--- config.mk ---
export PLATFORM = sky130hd
export DESIGN_NAME = shell_sort_engine
export DESIGN_NICKNAME = d
export VERILOG_FILES = /design/src/rtl/sse_pkg.sv /design/src/rtl/sse_front.sv /design/src/rtl/sse_queue.sv /design/src/rtl/sse_back.sv /design/src/rtl/shell_sort_engine.sv
export VERILOG_INCLUDE_DIRS = /design/src /design/src/rtl
export SDC_FILE = /design/constraint.sdc
export NUM_CORES = 2
export LEC_CHECK = 0
export ABC_AREA = 0
export BUFFER_PORTS_ARGS = -buffer_cell sky130_fd_sc_hd__buf_2
export CAP_MARGIN = 10
export CORE_ASPECT_RATIO = 1.75
export CORE_MARGIN = 2
export CORE_UTILIZATION = 56
export DETAILED_ROUTE_END_ITERATION = 16
export GPL_TIMING_DRIVEN = 0
export PLACE_DENSITY = 0.75
export SLEW_MARGIN = 10
export SYNTH_ARGS = -nofsm -noshare
export SYNTH_HDL_FRONTEND = slang
export SYNTH_HIERARCHICAL = 1
export SYNTH_SLANG_ARGS = --single-unit
--- constraint.sdc ---
create_clock -name clk -period 4.55 [get_ports clk]
set_clock_uncertainty 0.05 [all_clocks]
set_input_delay 0.455 -clock clk [delete_from_list [all_inputs] [get_ports clk]]
set_output_delay 0.455 -clock clk [all_outputs]
set_load 0.005 [all_outputs]
--- src/rtl/shell_sort_engine_macros.svh ---
// Assertion helpers for the shell sort engine.
// Both macros sample on posedge clk and are disabled while arst_n is low.
`ifndef SHELL_SORT_ENGINE_MACROS_SVH
`define SHELL_SORT_ENGINE_MACROS_SVH

`ifndef SYNTHESIS
`define SSE_ASSERT(lbl, prop, msg) \
	lbl: assert property (@(posedge clk) disable iff (!arst_n) prop) else $error(msg);
`define SSE_ASSERT_NEXT(lbl, ante, cons, msg) \
	lbl: assert property (@(posedge clk) disable iff (!arst_n) (ante) |=> (cons)) else $error(msg);
`else
`define SSE_ASSERT(lbl, prop, msg)
`define SSE_ASSERT_NEXT(lbl, ante, cons, msg)
`endif

`endif

--- src/rtl/sse_pkg.sv ---
package sse_pkg;

	localparam int unsigned WORD_W = 32;
	// queue between front and back
	localparam int unsigned QDEPTH = 4;
	localparam int unsigned QAW    = 2;
	localparam int unsigned QCW    = 3;

	// one classified input word
	typedef struct packed {
		logic [WORD_W-1:0] value;
		logic              last;
		logic              keep;  // 0: store was full, word is discarded
	} qent_t;

	typedef enum logic [3:0] {
		ST_LOAD,
		ST_PASS,
		ST_SCAN,
		ST_READ_I,
		ST_HOLD,
		ST_CHECK,
		ST_CMP,
		ST_PUT,
		ST_OUT_RD,
		ST_OUT_LD,
		ST_OUT_WAIT
	} sort_state_t;

endpackage

--- src/rtl/sse_front.sv ---
module sse_front import sse_pkg::*; #(
	parameter int unsigned DEPTH = 64
) (
	input  logic              clk,
	input  logic              arst_n,
	input  logic              s_tvalid,
	output logic              s_tready,
	input  logic [WORD_W-1:0] s_tdata,
	input  logic              s_tlast,
	input  logic              q_full,
	output logic              push,
	output qent_t             push_ent
);

	localparam int unsigned CW = $clog2(DEPTH + 1);

	logic [CW-1:0] count_q;
	logic          keep;

	assign keep     = (count_q < CW'(DEPTH));
	assign s_tready = !q_full;
	assign push     = s_tvalid && !q_full;

	always_comb begin
		push_ent.value = s_tdata;
		push_ent.last  = s_tlast;
		push_ent.keep  = keep;
	end

	// words taken in the current run, saturating at DEPTH
	always_ff @(posedge clk or negedge arst_n) begin
		if (!arst_n) begin
			count_q <= '0;
		end else if (push) begin
			if (s_tlast) begin
				count_q <= '0;
			end else if (keep) begin
				count_q <= count_q + CW'(1);
			end
		end
	end

endmodule

--- src/rtl/sse_queue.sv ---
module sse_queue import sse_pkg::*; (
	input  logic  clk,
	input  logic  arst_n,
	input  logic  push,
	input  qent_t push_ent,
	output logic  full,
	output logic  valid,
	input  logic  pop,
	output qent_t head
);

	qent_t           ent_q [QDEPTH];
	logic [QAW-1:0]  wptr_q;
	logic [QAW-1:0]  rptr_q;
	logic [QCW-1:0]  count_q;

	assign full  = (count_q == QCW'(QDEPTH));
	assign valid = (count_q != '0);
	assign head  = ent_q[rptr_q];

	always_ff @(posedge clk) begin
		if (push) begin
			ent_q[wptr_q] <= push_ent;
		end
	end

	always_ff @(posedge clk or negedge arst_n) begin
		if (!arst_n) begin
			wptr_q  <= '0;
			rptr_q  <= '0;
			count_q <= '0;
		end else begin
			if (push) begin
				wptr_q <= wptr_q + QAW'(1);
			end
			if (pop) begin
				rptr_q <= rptr_q + QAW'(1);
			end
			case ({push, pop})
				2'b10:   count_q <= count_q + QCW'(1);
				2'b01:   count_q <= count_q - QCW'(1);
				default: count_q <= count_q;
			endcase
		end
	end

endmodule

--- src/rtl/sse_back.sv ---
`include "shell_sort_engine_macros.svh"

module sse_back import sse_pkg::*; #(
	parameter int unsigned DEPTH = 64
) (
	input  logic              clk,
	input  logic              arst_n,
	input  logic              q_valid,
	input  qent_t             q_ent,
	output logic              pop,
	output logic              m_tvalid,
	input  logic              m_tready,
	output logic [WORD_W-1:0] m_tdata,
	output logic              m_tlast,
	output logic              m_tuser
);

	localparam int unsigned AW = $clog2(DEPTH);
	localparam int unsigned CW = $clog2(DEPTH + 1);

	sort_state_t state_q, state_d;

	logic [WORD_W-1:0] mem [DEPTH];
	logic [WORD_W-1:0] rd_data_q;
	logic [AW-1:0]     rd_addr;
	logic              wr_en;
	logic [AW-1:0]     wr_addr;
	logic [WORD_W-1:0] wr_data;

	logic [CW-1:0] wcnt_q;
	logic [CW-1:0] n_q;
	logic [CW-1:0] gap_q;
	logic [CW-1:0] i_q;
	logic [CW-1:0] j_q;
	logic [CW-1:0] k_q;
	logic          ovf_q;

	logic [WORD_W-1:0] held_q;
	logic [WORD_W-1:0] out_data_q;
	logic              out_last_q;
	logic              out_drop_q;

	logic [CW-1:0] jm;
	logic [CW-1:0] n_load;
	logic [CW-1:0] k_next;
	logic          greater;

	assign jm      = j_q - gap_q;
	assign n_load  = wcnt_q + CW'(q_ent.keep);
	assign k_next  = k_q + CW'(1);
	assign greater = ($signed(rd_data_q) > $signed(held_q));

	// next state
	always_comb begin
		state_d = state_q;
		case (state_q)
			ST_LOAD:     if (q_valid && q_ent.last) begin
				state_d = ST_PASS;
			end
			ST_PASS:     state_d = (gap_q == '0) ? ST_OUT_RD : ST_SCAN;
			ST_SCAN:     state_d = (i_q >= n_q) ? ST_PASS : ST_READ_I;
			ST_READ_I:   state_d = ST_HOLD;
			ST_HOLD:     state_d = ST_CHECK;
			ST_CHECK:    state_d = (j_q >= gap_q) ? ST_CMP : ST_PUT;
			ST_CMP:      state_d = greater ? ST_CHECK : ST_PUT;
			ST_PUT:      state_d = ST_SCAN;
			ST_OUT_RD:   state_d = ST_OUT_LD;
			ST_OUT_LD:   state_d = ST_OUT_WAIT;
			ST_OUT_WAIT: if (m_tready) begin
				state_d = (k_next == n_q) ? ST_LOAD : ST_OUT_RD;
			end
			default:     state_d = ST_LOAD;
		endcase
	end

	// memory port control
	always_comb begin
		pop     = 1'b0;
		wr_en   = 1'b0;
		wr_addr = j_q[AW-1:0];
		wr_data = held_q;
		rd_addr = i_q[AW-1:0];
		case (state_q)
			ST_LOAD: begin
				pop     = q_valid;
				wr_en   = q_valid && q_ent.keep;
				wr_addr = wcnt_q[AW-1:0];
				wr_data = q_ent.value;
			end
			ST_CHECK:  rd_addr = jm[AW-1:0];
			ST_CMP: begin
				wr_en   = greater;
				wr_data = rd_data_q;
			end
			ST_PUT:    wr_en = 1'b1;
			ST_OUT_RD: rd_addr = k_q[AW-1:0];
			default: begin
			end
		endcase
	end

	assign m_tvalid = (state_q == ST_OUT_WAIT);
	assign m_tdata  = out_data_q;
	assign m_tlast  = out_last_q;
	assign m_tuser  = out_drop_q;

	always_ff @(posedge clk) begin
		if (wr_en) begin
			mem[wr_addr] <= wr_data;
		end
		rd_data_q <= mem[rd_addr];
	end

	always_ff @(posedge clk) begin
		if (state_q == ST_HOLD) begin
			held_q <= rd_data_q;
		end
		if (state_q == ST_OUT_LD) begin
			out_data_q <= rd_data_q;
			out_last_q <= (k_next == n_q);
			out_drop_q <= ovf_q;
		end
	end

	always_ff @(posedge clk or negedge arst_n) begin
		if (!arst_n) begin
			state_q <= ST_LOAD;
			wcnt_q  <= '0;
			n_q     <= '0;
			gap_q   <= '0;
			i_q     <= '0;
			j_q     <= '0;
			k_q     <= '0;
			ovf_q   <= 1'b0;
		end else begin
			state_q <= state_d;
			case (state_q)
				ST_LOAD: if (pop) begin
					if (q_ent.keep) begin
						wcnt_q <= wcnt_q + CW'(1);
					end else begin
						ovf_q <= 1'b1;
					end
					if (q_ent.last) begin
						n_q   <= n_load;
						gap_q <= n_load >> 1;
					end
				end
				ST_PASS: begin
					i_q <= gap_q;
					k_q <= '0;
				end
				ST_SCAN: if (i_q >= n_q) begin
					gap_q <= gap_q >> 1;
				end
				ST_HOLD: j_q <= i_q;
				ST_CMP:  if (greater) begin
					j_q <= jm;
				end
				ST_PUT:  i_q <= i_q + CW'(1);
				ST_OUT_WAIT: if (m_tready) begin
					k_q <= k_next;
					if (k_next == n_q) begin
						wcnt_q <= '0;
						ovf_q  <= 1'b0;
					end
				end
				default: begin
				end
			endcase
		end
	end

	`SSE_ASSERT(a_shift_in_run, (state_q == ST_CMP || state_q == ST_PUT) |-> (j_q < n_q), "shift index beyond run")
	`SSE_ASSERT(a_cmp_above_gap, (state_q == ST_CMP) |-> (j_q >= gap_q), "compare below gap")
	`SSE_ASSERT_NEXT(a_last_starts_sort, pop && q_ent.last, state_q == ST_PASS, "end of run did not start sort")

endmodule

--- src/rtl/shell_sort_engine.sv ---
// Shell sort engine. Signed 32-bit words stream in on the s_ side; a word
// with s_tlast high closes a run. Up to DEPTH words per run are kept, later
// ones are discarded and the whole run is then flagged on m_tuser. After the
// closing word the run is sorted ascending in place (Shell sort, gaps n/2,
// n/4 ... 1, each pass a gapped insertion sort) and sent out on the m_ side,
// smallest first, with m_tlast on the final word. Loading stores one word
// per cycle while the queue holds words, set by the single write port of
// the element memory. Each compare in the sort needs one read of the
// memory's one registered read port. Each output word is read, loaded into
// the output register and then held until m_tready. A 4-word queue keeps
// accepting input words of the next run while the back end sorts or emits,
// so s_tready drops only when it fills.
module shell_sort_engine import sse_pkg::*; #(
	parameter int unsigned DEPTH = 64
) (
	input  logic              clk,
	input  logic              arst_n,
	input  logic              s_tvalid,
	output logic              s_tready,
	input  logic [WORD_W-1:0] s_tdata,   // [31:0] value
	input  logic              s_tlast,
	output logic              m_tvalid,
	input  logic              m_tready,
	output logic [WORD_W-1:0] m_tdata,   // [31:0] sorted_value
	output logic              m_tlast,
	output logic              m_tuser    // [0] dropped
);

	logic  push;
	qent_t push_ent;
	logic  q_full;
	logic  q_valid;
	logic  pop;
	qent_t q_head;

	// front: take words, mark those that no longer fit
	sse_front #(
		.DEPTH (DEPTH)
	) u_front (
		.clk      (clk),
		.arst_n   (arst_n),
		.s_tvalid (s_tvalid),
		.s_tready (s_tready),
		.s_tdata  (s_tdata),
		.s_tlast  (s_tlast),
		.q_full   (q_full),
		.push     (push),
		.push_ent (push_ent)
	);

	// decouples input from the sort/emit sequencer
	sse_queue u_queue (
		.clk      (clk),
		.arst_n   (arst_n),
		.push     (push),
		.push_ent (push_ent),
		.full     (q_full),
		.valid    (q_valid),
		.pop      (pop),
		.head     (q_head)
	);

	// back: store, sort in place, emit
	sse_back #(
		.DEPTH (DEPTH)
	) u_back (
		.clk      (clk),
		.arst_n   (arst_n),
		.q_valid  (q_valid),
		.q_ent    (q_head),
		.pop      (pop),
		.m_tvalid (m_tvalid),
		.m_tready (m_tready),
		.m_tdata  (m_tdata),
		.m_tlast  (m_tlast),
		.m_tuser  (m_tuser)
	);

endmodule
==> impl_summary.log <==
INFO  metric globalRouteOverflowTotal = 0
INFO  metric layout_cells_sized_above_1 = 0.170
INFO  metric worst-setup-path-type = flop to flop
INFO  metric max_stage_delay = roughly 640 ps
INFO  metric clock_insertion_delay_worst_skew = around 890 ps
INFO  metric grt_antenna_before_repair = 35
INFO  metric dp.final_hpwl = approximately 220000 um
INFO  metric die_height = between 500 and 600 um
INFO  metric postSynth.asyncResetShare = 0.0256
INFO  metric nFillCells = 11100
INFO  metric drv_slew = 0
INFO  metric min_period = around 4800 ps
INFO  metric initial_utilization = 0.562
INFO  metric vias = a little over 60000
INFO  metric mappedNetlistArea = 0.0933 mm^2
INFO  metric multi_input_comb_area = roughly 0.023 mm^2
INFO  metric drtIter0Drc = 9060
INFO  metric grt_pass1_wl = ~440000 um
INFO  metric violations = setup timing
INFO  metric worstPathRequired = 5240 ps
INFO  metric worst_path_dominant_cell_family = simple AND/OR/NAND/NOR gates
INFO  metric design.die.area = ~0.17 mm^2
INFO  metric post-route-worst-setup-slack = -230 ps
INFO  metric io_pins = 73
INFO  metric timing.final.setup_violations = 21
INFO  metric critical_path.most_common_cell = sky130_fd_sc_hd__buf_4
INFO  metric area.sequential = between 0.06 and 0.07 mm^2
INFO  metric gate_count_post_synth = around 6400
INFO  metric clock_sink_count = roughly 2300
INFO  metric drc = 0
INFO  metric tightest_slew = roughly 1000 ps
INFO  metric drv_cap = 0
INFO  metric run_status = finished with violations
INFO  metric synth.avg_cell_area = approximately 15 um^2
INFO  metric drt-vias-per-instance = between 6 and 7
INFO  metric synth-edff-count = between 2000 and 2500
INFO  metric cts_max_path_buffers = 4
INFO  metric detailedPlace.worstSlack = -1290 ps
INFO  metric wl_per_cell = about 34 um
INFO  metric worstPathMaxFanout = 5
INFO  metric unrepaired_setup_endpoints_after_global_routing = true
INFO  metric syn_nets = ~6500
INFO  metric routed_wirelength = 322000 um
INFO  metric io_buffer_count = 40
INFO  metric drt_pass1_iterations = 14
INFO  metric arrival = roughly 5500 ps
INFO  metric die_w = roughly 310 um
INFO  metric slowest_stage = sky130_fd_sc_hd__nand4_1
INFO  metric cts_buffers = a little under 200
INFO  metric layout-area-overhead-vs-synth = 16.9%
INFO  metric unique_cell_type_count_in_the_yosys_netlist = 85
INFO  metric synth_seq_area_share = 0.747
INFO  metric tritoncts = built
INFO  metric timing.final.crit_share = 1.05
INFO  metric timing.critical_path.cells = inv_2 -> ha_4 -> inv_1 -> fa_2 -> nand4b_1 -> a21o_4 -> nand2_8 -> buf_12 -> buf_4 -> clkbuf_16 -> buf_4 -> buf_4 -> mux2i_1 -> nor3_1 -> a311oi_2 -> nand4_1 -> and3_2
INFO  metric row_count = 198
INFO  metric cts-root-buf = sky130_fd_sc_hd__clkbuf_16
INFO  metric placeableCoreArea = 0.166 mm^2
INFO  metric synth.ff_latch_count = 2342
INFO  metric ant_nets = 0
INFO  metric relSlewSlack = 0.310
INFO  metric htree_num_levels = 4
INFO  metric finish.utilization = 0.657
INFO  metric grt_start_max_net_pins = 65
INFO  metric postSynth.topFlopCell = sky130_fd_sc_hd__edfxtp_1
INFO  metric synth-warning-count = 6
INFO  metric final_nets = slightly above 7000
INFO  metric max_clock_freq = 209 MHz
INFO  metric first_global_vias = 60400
INFO  metric clk_transition_reported_paths = 70 ps
INFO  metric grt_util_all_layers = 0.379
INFO  metric timing_hold_violations_final = 0
INFO  metric timing.hold.worst.class = input port to async pin
INFO  metric worstSetupStartpointType = flop
INFO  metric routabilityCongestion = 1.04
INFO  metric crit_buf_inv = 7
INFO  metric type_of_destination_of_the_critical_path = flop
worst paths after layout:
check / startpoint / to / slack, ps / depth (start not counted)
hold reg to reg: u_back/ovf_q$_DFFE_PN0P_ / u_back/m_tuser$_DFFE_PP_ / 430 / 0
hold / removal: arst_n / u_back/k_q[1]$_DFFE_PN0P_ / 180 / 2
setup reg to reg: u_back/j_q[0]$_DFFE_PN0P_ / u_back/rd_data_q[21]$_DFF_P_ / -230 / 17
min in group clk: s_tdata[18] / u_queue/ent_q[0][20]$_DFFE_PP_ / 290 / 2
setup / recovery: u_back/j_q[0]$_DFFE_PN0P_ / u_back/rd_data_q[21]$_DFF_P_ / -230 / 17
max in group asynchronous: arst_n / u_back/gap_q[1]$_DFFE_PN0P_ / 3710 / 2
timing repair:
item / CTS / global route
setup endpoints to repair: 2077 / 820
hold buffers: 37 / 0
gates cloned: 0 / 2
buffers inserted: 6 / 51
hold endpoints to repair: 200 / 0
resized for setup: 275 / 166
pin swaps: 21 / 26
stage by stage:
stage,cell area (um^2),instances,TNS (ps),hold slack (ps)
floorplan,93500,6421,-335510,109
global placement,96400,8661,-7974910,392
detailed placement,100000,8870,-1377940,395
CTS,108000,9269,-36.3,203
global route,109000,9331,-1080,230
finish,109000,9347,-1760,179
synthesized netlist by cell type, drive strengths merged, types with 5 or more instances:
cell | n | area [um^2]
o21a | 6 | 45.0
dfxtp | 32 | 641
and3 | 42 | 268
a21oi | 85 | 425
xor2 | 12 | 105
nand4 | 42 | 263
and4 | 8 | 70.1
nand2b | 11 | 76.3
a32o | 5 | 50.1
clkbuf | 179 | 672
inv | 61 | 229
buf | 255 | 1490
o31ai | 7 | 52.6
o21ai | 54 | 274
nand3 | 546 | 2740
edfxtp | 2250 | 67600
a221o | 9 | 90.1
a21o | 16 | 121
o32ai | 51 | 447
nor2 | 45 | 186
mux2i | 354 | 3540
a211oi | 20 | 160
mux2 | 24 | 270
xnor2 | 12 | 105
nor3b | 7 | 57.6
a311oi | 29 | 254
nor2b | 6 | 37.5
a32oi | 186 | 1630
nor3 | 107 | 536
dfrtp | 60 | 1500
nand2 | 1492 | 5600
nor4 | 30 | 188
a21boi | 53 | 398
mux4 | 34 | 788
and2 | 9 | 56.3
a31oi | 123 | 769
or3 | 6 | 37.5
o22ai | 7 | 43.8
a22oi | 35 | 263
ha | 56 | 701
o41ai | 9 | 78.8
cell type report:
cell class                 instances  area share
sequential                      2342       0.639
multi-input combinational       3584       0.213
timing repair buffer             346      0.0370
tap                             2200      0.0252
clock inverter                   123      0.0119
buffer                           430      0.0232
clock buffer                     234      0.0478
inverter                          61     0.00210
antenna                           27    0.000619
metal layers:
layer / GRT usage / vias up / part of all wire / wire, um
met2: 0.635 / 4583 / 0.49 / 156000
met1: 0.386 / 30500 / 0.28 / 91200
met5: 0.000284 / - / 0.00030 / 98
met3: 0.0989 / 1463 / 0.11 / 34200
met4: 0.349 / 16 / 0.12 / 40000
li1: - / 25400 / - / -
cell families (layout without fill, tap and decap cells):
family	after synthesis	count (layout)	synth area share
AND/OR/NAND/NOR	2370	2370	0.110
buffers and inverters	495	1194	0.0256
multiplexers	412	412	0.0493
AO/OA/AOI/OAI	717	717	0.0569
flip-flops	2342	2342	0.747
other	0	27	0
XOR/XNOR	27	27	0.00298
adder cells (fa/ha/maj)	58	58	0.00794
state kept, by name (all words and copies together) (netlist names), 32 cells and up:
signal and flops:
u_back/m_tdata 32, u_back/mem 2048, u_queue/ent_q 136, u_back/held_q 32, u_back/rd_data_q 32
placed cells by master (no fill, tap or decap), types with 24 or more instances in the layout:
master,instances
sky130_fd_sc_hd__buf_6,44
sky130_fd_sc_hd__buf_12,32
sky130_fd_sc_hd__clkinv_1,36
sky130_fd_sc_hd__dlygate4sd3_1,37
sky130_fd_sc_hd__dfrtp_1,56
sky130_fd_sc_hd__and3_1,35
sky130_fd_sc_hd__inv_1,60
sky130_fd_sc_hd__a32oi_1,185
sky130_fd_sc_hd__mux2i_1,351
sky130_fd_sc_hd__nand2_4,28
sky130_fd_sc_hd__clkbuf_2,35
sky130_fd_sc_hd__nand3_1,542
sky130_fd_sc_hd__bufinv_16,27
sky130_fd_sc_hd__edfxtp_1,2250
sky130_fd_sc_hd__mux2_2,24
sky130_fd_sc_hd__dfxtp_1,32
sky130_fd_sc_hd__buf_2,170
sky130_fd_sc_hd__o32ai_1,51
sky130_fd_sc_hd__nor3_1,39
sky130_fd_sc_hd__a31oi_1,118
sky130_fd_sc_hd__o21ai_0,51
sky130_fd_sc_hd__buf_16,28
sky130_fd_sc_hd__clkinv_2,44
sky130_fd_sc_hd__nand2_1,1443
sky130_fd_sc_hd__clkbuf_4,25
sky130_fd_sc_hd__nand4_1,42
sky130_fd_sc_hd__nor3_4,57
sky130_fd_sc_hd__clkbuf_1,151
sky130_fd_sc_hd__a22oi_1,34
sky130_fd_sc_hd__buf_8,67
sky130_fd_sc_hd__buf_4,197
sky130_fd_sc_hd__a21oi_1,84
sky130_fd_sc_hd__diode_2,27
sky130_fd_sc_hd__mux4_2,28
sky130_fd_sc_hd__clkbuf_16,205
sky130_fd_sc_hd__ha_1,54
sky130_fd_sc_hd__nor2_1,39
Power is left out: the tool's default activity adds up to more than one toggle a clock period on the data nets, which glitch-free logic cannot reach.
